===== src/rtl/pafp_pkg.sv =====
// Package for the partition allocator: table entry type, opcodes, status codes,
// cell commands, sequencer states. No dependencies.
`timescale 1ns / 1ps
`default_nettype none
package pafp_pkg;
    localparam int MaxParts  = 16;
    localparam int AddrWidth = 16;
    localparam int IdxWidth  = $clog2(MaxParts);
    localparam int CntWidth  = $clog2(MaxParts + 1);

    typedef logic [AddrWidth-1:0] t_addr;
    typedef logic [IdxWidth-1:0]  t_idx;
    typedef logic [CntWidth-1:0]  t_cnt;

    typedef struct packed {
        t_addr start;
        t_addr size;
        logic  alloc;
    } t_entry;

    typedef enum logic [1:0] {
        OP_FIRST = 2'd0,
        OP_BEST  = 2'd1,
        OP_WORST = 2'd2,
        OP_FREE  = 2'd3
    } t_op;

    typedef enum logic [1:0] {
        ST_OK      = 2'd0,
        ST_NO_FIT  = 2'd1,
        ST_NOT_ALC = 2'd2,
        ST_FULL    = 2'd3
    } t_status;

    // per-cycle command to every cell
    typedef enum logic [2:0] {
        CC_HOLD,
        CC_INIT,
        CC_SPLIT,
        CC_MARK,
        CC_MERGE
    } t_cell_op;

    typedef struct packed {
        t_cell_op op;
        t_idx     pos;
        t_addr    req;
        t_addr    msize;
        t_addr    merged;
    } t_cell_cmd;

    typedef enum logic [2:0] {
        S_IDLE,
        S_SCAN,
        S_DECIDE,
        S_MNEXT,
        S_MPREV,
        S_DONE
    } t_state;
endpackage
`default_nettype wire


===== src/rtl/pafp_cell.sv =====
// One table slot of the partition allocator: holds an entry and can take its
// neighbor's entry to shift the table up (split) or down (merge). Uses pafp_pkg.
`timescale 1ns / 1ps
`default_nettype none
module pafp_cell (
    input  wire                 i_clk,
    input  wire pafp_pkg::t_idx i_my_idx,
    input  wire pafp_pkg::t_cell_cmd i_cmd,
    input  wire pafp_pkg::t_entry    i_lower,
    input  wire pafp_pkg::t_entry    i_upper,
    output pafp_pkg::t_entry    o_entry
);
    pafp_pkg::t_entry r_entry, n_entry;

    always_comb begin
        n_entry = r_entry;
        case (i_cmd.op)
            pafp_pkg::CC_INIT: begin
                n_entry.start = '0;
                n_entry.alloc = 1'b0;
                n_entry.size  = (i_my_idx == '0) ? i_cmd.msize : '0;
            end
            pafp_pkg::CC_SPLIT: begin
                if (i_my_idx == i_cmd.pos) begin
                    n_entry.size  = i_cmd.req;
                    n_entry.alloc = 1'b1;
                end else if (i_my_idx == i_cmd.pos + 1'b1) begin
                    n_entry.start = r_entry.start + i_cmd.req;
                    n_entry.size  = r_entry.size - i_cmd.req;
                    n_entry.alloc = 1'b0;
                    n_entry.start = i_lower.start + i_cmd.req;
                    n_entry.size  = i_lower.size - i_cmd.req;
                end else if (i_my_idx > i_cmd.pos + 1'b1) begin
                    n_entry = i_lower;
                end
            end
            pafp_pkg::CC_MARK: begin
                if (i_my_idx == i_cmd.pos) n_entry.alloc = ~r_entry.alloc;
            end
            pafp_pkg::CC_MERGE: begin
                if (i_my_idx == i_cmd.pos) begin
                    n_entry.size  = i_cmd.merged;
                    n_entry.alloc = 1'b0;
                end else if (i_my_idx > i_cmd.pos) begin
                    n_entry = i_upper;
                end
            end
            default: n_entry = r_entry;
        endcase
    end

    always_ff @(posedge i_clk) begin
        r_entry <= n_entry;
    end

    assign o_entry = r_entry;
endmodule
`default_nettype wire


===== src/rtl/partition_allocator_fit_policies.sv =====
// Top level of the partition allocator: sequencer plus a row of pafp_cell slots.
// Uses pafp_pkg and pafp_cell.
//
// Usage: pulse i_start with opcode, request size and free start while o_busy is
// low. One result beat (o_done high for one cycle) carries o_status and
// o_granted_start. The receiver cannot stall; results are never held.
// Allocate: from accept, the sequencer scans every valid table slot, then a
// decide step splits or marks the picked slot, then the result beat follows; a
// free that misses runs the same steps, and a free that hits adds two merge
// steps (merge with next, merge with previous) after the mark in decide.
// The next request is accepted in the cycle after the result beat, so requests
// never overlap.
// Reset (i_rst_n low, synchronous) sets memory size 65535 and re-forms the
// table into one free partition over the next cycle; i_cfg_we writes memory
// size and re-forms the table the same way. Write configuration only while
// idle.
`timescale 1ns / 1ps
`default_nettype none
module partition_allocator_fit_policies (
    input  wire        i_clk,
    input  wire        i_rst_n,
    input  wire        i_cfg_we,
    input  wire [15:0] i_cfg_wdata,
    input  wire        i_start,
    input  wire [1:0]  i_opcode,
    input  wire [15:0] i_request_size,
    input  wire [15:0] i_free_start,
    output logic       o_busy,
    output logic       o_done,
    output logic [1:0] o_status,
    output logic [15:0] o_granted_start
);
    localparam int N = pafp_pkg::MaxParts;

    pafp_pkg::t_entry    w_ent [N];
    pafp_pkg::t_cell_cmd w_cmd;

    pafp_pkg::t_state r_state, n_state;
    pafp_pkg::t_addr  r_msize;
    logic             r_init;
    pafp_pkg::t_cnt   r_count, n_count;
    pafp_pkg::t_cnt   r_scan;
    logic [1:0]       r_op;
    pafp_pkg::t_addr  r_req, r_fstart;
    logic             r_found;
    pafp_pkg::t_idx   r_pick;
    pafp_pkg::t_addr  r_psize;
    logic [1:0]       r_status, n_status;
    pafp_pkg::t_addr  r_grant;

    genvar g;
    generate
        for (g = 0; g < N; g++) begin : g_cell
            pafp_pkg::t_entry w_lo, w_up;
            if (g == 0) begin : g_lo0
                assign w_lo = w_ent[0];
            end else begin : g_lo
                assign w_lo = w_ent[g-1];
            end
            if (g == N-1) begin : g_upN
                assign w_up = w_ent[N-1];
            end else begin : g_up
                assign w_up = w_ent[g+1];
            end
            pafp_cell u_cell (
                .i_clk    (i_clk),
                .i_my_idx (pafp_pkg::t_idx'(g)),
                .i_cmd    (w_cmd),
                .i_lower  (w_lo),
                .i_upper  (w_up),
                .o_entry  (w_ent[g])
            );
        end
    endgenerate

    pafp_pkg::t_idx   w_sidx;
    pafp_pkg::t_entry w_se, w_pe, w_ne, w_ve;
    logic             w_cand, w_take;
    logic             w_has_next, w_has_prev;
    assign w_sidx = r_scan[pafp_pkg::IdxWidth-1:0];
    assign w_se   = w_ent[w_sidx];
    assign w_pe   = w_ent[r_pick];
    assign w_ne   = w_ent[r_pick + 1'b1];
    assign w_ve   = w_ent[r_pick - 1'b1];
    assign w_has_next = ({1'b0, r_pick} + 1'b1) < r_count;
    assign w_has_prev = r_pick != '0;

    always_comb begin
        w_cand = 1'b0;
        w_take = 1'b0;
        if (r_op == pafp_pkg::OP_FREE) begin
            w_cand = w_se.alloc && w_se.start == r_fstart;
            w_take = w_cand && !r_found;
        end else begin
            w_cand = !w_se.alloc && w_se.size >= r_req;
            case (r_op)
                pafp_pkg::OP_BEST:  w_take = w_cand && (!r_found || w_se.size < r_psize);
                pafp_pkg::OP_WORST: w_take = w_cand && (!r_found || w_se.size > r_psize);
                default:            w_take = w_cand && !r_found;
            endcase
        end
    end

    // next state
    always_comb begin
        n_state = r_state;
        case (r_state)
            pafp_pkg::S_IDLE: if (i_start && !r_init) n_state = pafp_pkg::S_SCAN;
            pafp_pkg::S_SCAN: if (r_scan + 1'b1 >= r_count) n_state = pafp_pkg::S_DECIDE;
            pafp_pkg::S_DECIDE:
                n_state = (r_op == pafp_pkg::OP_FREE && r_found) ? pafp_pkg::S_MNEXT
                                                                 : pafp_pkg::S_DONE;
            pafp_pkg::S_MNEXT: n_state = pafp_pkg::S_MPREV;
            pafp_pkg::S_MPREV: n_state = pafp_pkg::S_DONE;
            pafp_pkg::S_DONE:  n_state = pafp_pkg::S_IDLE;
            default:           n_state = pafp_pkg::S_IDLE;
        endcase
    end

    // cell commands and status
    always_comb begin
        w_cmd.op     = pafp_pkg::CC_HOLD;
        w_cmd.pos    = r_pick;
        w_cmd.req    = r_req;
        w_cmd.msize  = r_msize;
        w_cmd.merged = '0;
        n_count  = r_count;
        n_status = r_status;
        case (r_state)
            pafp_pkg::S_IDLE: begin
                if (r_init) begin
                    w_cmd.op = pafp_pkg::CC_INIT;
                    n_count  = pafp_pkg::t_cnt'(1);
                end
            end
            pafp_pkg::S_DECIDE: begin
                if (r_op == pafp_pkg::OP_FREE) begin
                    if (r_found) begin
                        w_cmd.op = pafp_pkg::CC_MARK;
                        n_status = pafp_pkg::ST_OK;
                    end else begin
                        n_status = pafp_pkg::ST_NOT_ALC;
                    end
                end else if (r_req == '0) begin
                    n_status = pafp_pkg::ST_FULL;
                end else if (!r_found) begin
                    n_status = pafp_pkg::ST_NO_FIT;
                end else if (r_psize == r_req) begin
                    w_cmd.op = pafp_pkg::CC_MARK;
                    n_status = pafp_pkg::ST_OK;
                end else if (r_count >= pafp_pkg::t_cnt'(N)) begin
                    n_status = pafp_pkg::ST_FULL;
                end else begin
                    w_cmd.op = pafp_pkg::CC_SPLIT;
                    n_count  = r_count + 1'b1;
                    n_status = pafp_pkg::ST_OK;
                end
            end
            pafp_pkg::S_MNEXT: begin
                if (w_has_next && !w_ne.alloc) begin
                    w_cmd.op     = pafp_pkg::CC_MERGE;
                    w_cmd.pos    = r_pick;
                    w_cmd.merged = w_pe.size + w_ne.size;
                    n_count      = r_count - 1'b1;
                end
            end
            pafp_pkg::S_MPREV: begin
                if (w_has_prev && !w_ve.alloc) begin
                    w_cmd.op     = pafp_pkg::CC_MERGE;
                    w_cmd.pos    = r_pick - 1'b1;
                    w_cmd.merged = w_ve.size + w_pe.size;
                    n_count      = r_count - 1'b1;
                end
            end
            default: w_cmd.op = pafp_pkg::CC_HOLD;
        endcase
    end

    always_ff @(posedge i_clk) begin
        if (!i_rst_n) begin
            r_state  <= pafp_pkg::S_IDLE;
            r_msize  <= 16'hFFFF;
            r_init   <= 1'b1;
            r_count  <= pafp_pkg::t_cnt'(1);
            r_status <= pafp_pkg::ST_OK;
            r_found  <= 1'b0;
            r_scan   <= '0;
        end else begin
            r_state  <= n_state;
            r_count  <= n_count;
            r_status <= n_status;
            if (i_cfg_we) begin
                r_msize <= i_cfg_wdata;
                r_init  <= 1'b1;
            end else if (r_state == pafp_pkg::S_IDLE) begin
                r_init  <= 1'b0;
            end
            if (r_state == pafp_pkg::S_IDLE && i_start && !r_init) begin
                r_op     <= i_opcode;
                r_req    <= i_request_size;
                r_fstart <= i_free_start;
                r_scan   <= '0;
                r_found  <= 1'b0;
                r_pick   <= '0;
            end else if (r_state == pafp_pkg::S_SCAN) begin
                r_scan <= r_scan + 1'b1;
                if (w_take) begin
                    r_found <= 1'b1;
                    r_pick  <= w_sidx;
                    r_psize <= w_se.size;
                end
            end
            if (r_state == pafp_pkg::S_DECIDE) r_grant <= w_pe.start;
        end
    end

    assign o_busy  = r_state != pafp_pkg::S_IDLE || r_init;
    assign o_done  = r_state == pafp_pkg::S_DONE;
    assign o_status = r_status;
    assign o_granted_start = (r_status == pafp_pkg::ST_OK && r_op != pafp_pkg::OP_FREE)
                             ? r_grant : 16'd0;
endmodule
`default_nettype wire


===== config.mk =====
export PLATFORM = sky130hd
export DESIGN_NAME = partition_allocator_fit_policies
export DESIGN_NICKNAME = d
export VERILOG_FILES = /design/src/rtl/pafp_pkg.sv /design/src/rtl/pafp_cell.sv /design/src/rtl/partition_allocator_fit_policies.sv
export SDC_FILE = /design/constraint.sdc
export NUM_CORES = 2
export LEC_CHECK = 0
export BUFFER_PORTS_ARGS = -buffer_cell sky130_fd_sc_hd__buf_2
export CAP_MARGIN = 20
export CORE_ASPECT_RATIO = 0.7
export CORE_MARGIN = 2
export CORE_UTILIZATION = 35
export CTS_BUF_LIST = sky130_fd_sc_hd__clkbuf_8 sky130_fd_sc_hd__clkbuf_16
export DETAILED_ROUTE_END_ITERATION = 8
export GPL_TIMING_DRIVEN = 0
export PLACE_DENSITY = 0.52
export SYNTH_ARGS = -nofsm -noshare
export SYNTH_HDL_FRONTEND = slang
export SYNTH_HIERARCHICAL = 1
export SYNTH_SLANG_ARGS = --single-unit
export TNS_END_PERCENT = 1

===== constraint.sdc =====
create_clock -name i_clk -period 15.7 [get_ports i_clk]
set_input_delay 0 -clock i_clk [delete_from_list [all_inputs] [get_ports i_clk]]
set_output_delay 0 -clock i_clk [all_outputs]
set_load 0.01 [all_outputs]

After elaboration in Yosys (flattened, before gate mapping)
Index checks and enable logic that the tools add are counted. Widths: inputs -> output; s select.

Input port bits: 54. Memories kept: 0. Latch bits: 0. Word-level logic and storage cells: 626. RAM bits: 0. Register bits: 631. Bits in read-only memories: 0. Output and inout bits: 20.

Order comparisons: 40. $mul: 0. Mux-type cells: 207. Reduce and logical (&&, ||, !) cells: 91. Eq/ne operators: 165. Div/mod/pow operators: 0. Bitwise logic cells: 23. $add $sub $neg: 39. Shifts and indexed selects: 0.

Operators with widths (number): $mux 33 (50); $pmux 32 s3 (16); $mux 17 (36); $mux 16 (34); $bmux 33 s4 (4); $add 16x16->16 (17); $sub 16x16->16 (15); $ne 3x1->1 const B (31); $ne 2x2->1 const B (42); $reduce_and 5->1 (15); $reduce_and 4->1 (18); $ne 2x1->1 const B (33); $eq 4x4->1 const A (16); $pmux 1 s4 (16); $gt 4x4->1 const A (15); $ne 4x1->1 const B (15); $reduce_and 3->1 (17); $mux 5 (8); $eq 16x16->1 (2); $eq 3x4->1 const A (8); $gt 3x4->1 const A (8); $pmux 16 s2 (1); $ge 5x5->1 const B (5); $mux 2 (11); other kinds (43) (132).

Logic depth before layout (Yosys ltp)
Word-level depth: 15. Mapped depth: 30. Depth with buffers taken out: 21.

By module
Netlist, hierarchy kept.

By module, submodules not included: pafp_cell at g_cell[0].u_cell ... (cells each 459, sequential area each 991.0 um^2, area each 3718.6 um^2, times used 9); pafp_cell at g_cell[3].u_cell ... (cells each 462, sequential area each 991.0 um^2, area each 3811.2 um^2, times used 7); partition_allocator_fit_policies (cells each 1445, sequential area each 2762.6 um^2, area each 19047.0 um^2, times used 1).

Least setup slack after synthesis
No wires, ideal clock.

Path type: reg2reg. Start: reg r_op[0]. End: reg g_cell[3].u_cell.r_entry (netlist bit g_cell[3].u_cell/o_entry[10]) (enable). Buffers on the path: 1. Setup slack: 4605 ps. Cell stages (with the launch flop): 6. Library setup time: 800 ps. Data arrival time: 10295 ps. Path through: edfxtp_1 -> ha_1 -> clkbuf_1 -> a31oi_1 -> o32ai_1 -> o2bb2ai_1.

RTL lines: start, declared (line partition_allocator_fit_policies.sv:43) `logic [1:0] r_op;`; start signal, assigned (line partition_allocator_fit_policies.sv:199) `r_op <= i_opcode;`; end signal, assigned (line pafp_cell.sv:53) `r_entry <= n_entry;`; end, declared (line pafp_cell.sv:13) `pafp_pkg::t_entry r_entry, n_entry;`.

==> results.md <==
* Avg Vias per Cell at 6.75
* Final Slew Violations at 0
* Worst Path Required at 16250 ps
* Gr usage total at 0.380
* Final hold violation count at 0
* Ports at 74
* Peak supply drop at 0.0999 mV
* Final Critical Period at 11960 ps
* RR Endpoint: g_cell[3].u_cell/o_entry[15]$_DFFE_PP_
* Die height at 402 microns
* Largest net degree at the start of global routing at 34
* DRC violations left at 0
* Max Cap Viol at 0
* Drt first pass iters at 9
* # H-tree levels at 3
* Initial DRC Count at 15000
* Clock Latency Late Sink at 760 ps
* Via count at 84600
* Core Region at 0.226 sq mm
* Vias in the first global route at 74500
* Die area at 0.230 sq mm
* Die Width at 573 microns
* Num Clock Sinks at 631
* Crit path from: r_pick[1]$_SDFFCE_PP0P_
* Routed Antenna Nets at 0
* Synthesis Warnings at 6
* Reg2Reg Depth at 27
* Area contributors post-synth: edfxtp_1, mux4_2, ha_1
* Post-Route WL at 453 mm
* Reg2Reg Launch Point: r_pick[1]$_SDFFCE_PP0P_
* Pwr dens at 202 mW/mm^2
* Register area share after synthesis at 0.235
* Fmax at 83.6 MHz
* Period utilization at 0.762
* Avg Inst Size Synth at 8.99 sq um
* TritonCTS clock tree: built
* Setup CP Type: reg -> reg
* Routed len/inst at 36.1 microns
* Root Driver: clkbuf_16
* Fin util at 0.408
* Layout cells sized above 1 at 0.136
* Initial core utilization at 0.351
* Cells after Synth at 8810
* Post-synth top cells: nand2_1, a21oi_1, ha_1
* CP Launch Type: register
* First-pass GRT wire length at 612 mm
* Clock Pin Slew Worst Setup and Hold Paths at 70 ps
* FFs w/ async S/R, synth at 0
* Total gr overflow at 0
* Initial antenna violation count at 35
* Main flop type after synthesis: edfxtp_1
* I/O Buffers at 71
* Post-synth EDFFs at 598
* Worst Setup End Kind: register
* Final Skew at 59.2 ps
* Synth cell types at 93
* Syn Std Cell Area at 0.0792 sq mm
* Most numerous cell in the Yosys netlist: nand2_1
* CTS Buf Count at 80
* Final #Nets at 10200
* Postcts setup bufs at 0
* Syn-to-layout area delta at 16.4%
* Final setup fails at 0
* Max-slew headroom at 0.112
* Leakage at 36.2 nW
* RSZ-0062 raised after global routing: no
* R2r setup slk at 3740 ps
* Top cell type's share of synthesized area at 0.227
* Hold WC Path Type: in -> reg
* Pwr Total at 18.6 mW
* Crit path to: g_cell[3].u_cell/o_entry[15]$_DFFE_PP_
* Row count at 146
* Status: finished clean
* Arr. time, crit path at 12500 ps
* Resize count post-CTS at 0
* Longest Clk Path Bufs at 3
* HPWL Detailed at 365 mm
* Final GP Congestion at 1.10
* Area leader, netlist: edfxtp_1
* #FFs+latches synth at 631
* Crit path max fanout at 10
* Worst slew pin tran at 1330 ps
[how the worst min path moves through the flow]
stage                                    to            start  slack (ps)  cells past startpoint
CTS                 r_msize[6]$_SDFFE_PN1P_   i_cfg_wdata[6]          20                      4
global placement      r_fstart[8]$_DFFE_PP_  i_free_start[8]         180                      1
detailed placement    r_fstart[9]$_DFFE_PP_  i_free_start[9]         180                      1
global route        r_msize[6]$_SDFFE_PN1P_   i_cfg_wdata[6]          60                      4
floorplan             r_fstart[0]$_DFFE_PP_  i_free_start[0]         100                      0
finish                    r_op[1]$_DFFE_PP_      i_opcode[1]          40                      2
[cells in the final DEF (no fill, tap or decap), types with 70 or more instances in the layout]
master	netlist	final
a21o_1	155	155
a221oi_1	157	157
dlygate4sd3_1	0	93
xor2_1	222	222
mux2i_1	116	116
nand2_1	1021	1020
inv_1	516	532
a211oi_1	83	83
o21ai_0	712	709
nand3_1	137	137
o21ai_1	105	105
buf_16	0	92
clkbuf_16	0	82
buf_2	106	177
nor2_1	470	467
a22oi_1	265	265
ha_1	719	719
nor2b_1	120	120
mux4_2	459	459
xnor2_1	253	249
clkbuf_1	211	210
a21oi_1	837	837
nand2b_1	129	129
conb_1	2	176
nand4_1	70	70
nor3_1	78	77
edfxtp_1	598	598
[layer usage]
metal | vias to the layer above | track usage | routed length [microns]
met4 | 18 | 0.130 | 18700
li1 | 35000 | - | -
met2 | 6824 | 0.479 | 166000
met3 | 961 | 0.180 | 77400
met1 | 41700 | 0.550 | 190000
met5 | - | 0 | 395
[where the power goes]
group	switching (mW)	internal [mW]
clock network	0.929	1.08
logic	6.57	4.54
registers	2.59	2.90
total	10.1	8.52
[worst max-delay path, stage by stage (launching register included)]
cell and delay, ps:
edfxtp_1 540, buf_1 820, clkbuf_1 1040, clkbuf_1 790, inv_1 120, ha_1 410
buf_2 270, buf_2 330, buf_2 410, clkbuf_1 670, clkbuf_1 830, mux4_2 430
mux4_2 570, ha_1 310, fa_1 510, a211oi_1 310, o21bai_1 140, a31oi_1 250
o21ai_0 260, o41ai_1 510, o21ai_0 210, xnor2_1 190, o22ai_4 760, buf_12 300
nand2_1 80, a21oi_1 400, a221oi_1 100, o21ai_0 100
[state kept, by name, summed over array words and instances, names as in the netlist]
name / cells
r_count: 5
r_scan: 5
r_msize: 16
r_found: 1
r_pick: 4
r_req: 16
r_op: 2
g_cell.u_cell/o_entry: 528
r_psize: 16
r_state: 3
r_init: 1
r_grant: 16
o_status: 2
r_fstart: 16
[stage by stage]
stage          instance area, sq um   TNS, ps  setup slack [ps]  hold WS [ps]  instances
2_1_floorplan                 79800         0              4610          98.9       8984
3_3_place_gp                  84000  -3322010             -5790           176      12100
3_5_place_dp                  88400         0              4330           178      12300
4_1_cts                       92000         0              4260          22.8      12500
5_1_grt                       92100         0              3660          58.0      12500
6_report                      92100         0              3740          43.7      12500
[cells by family (layout without fill, tap and decap cells)]
family	Yosys count	in the layout	share of synthesized area
AO/OA/AOI/OAI	3080	3080	0.252
XOR/XNOR	475	475	0.0525
adder cells (fa/ha/maj)	754	754	0.122
buffers and inverters	942	1442	0.0506
flip-flops	631	631	0.235
multiplexers	592	592	0.148
other	2	191	0.0000948
AND/OR/NAND/NOR	2334	2334	0.139
[final cells by class]
type	instances	area [sq um]
Sequential cell	631	18600
Multi-Input combinational cell	7411	57700
Inverter	535	2010
Clock buffer	85	2090
Antenna cell	15	37.5
Clock inverter	59	510
Buffer	407	2000
Timing Repair Buffer	356	5350
Tap cell	3034	3800
Fill cell	22300	133000
[repair_timing]
item                                    4_1_cts  5_1_grt
hold endpoints to repair                     62        0
endpoints found under the setup margin        0        0
hold buffers                                 93        0
Power figures use the tool's default switching activity.
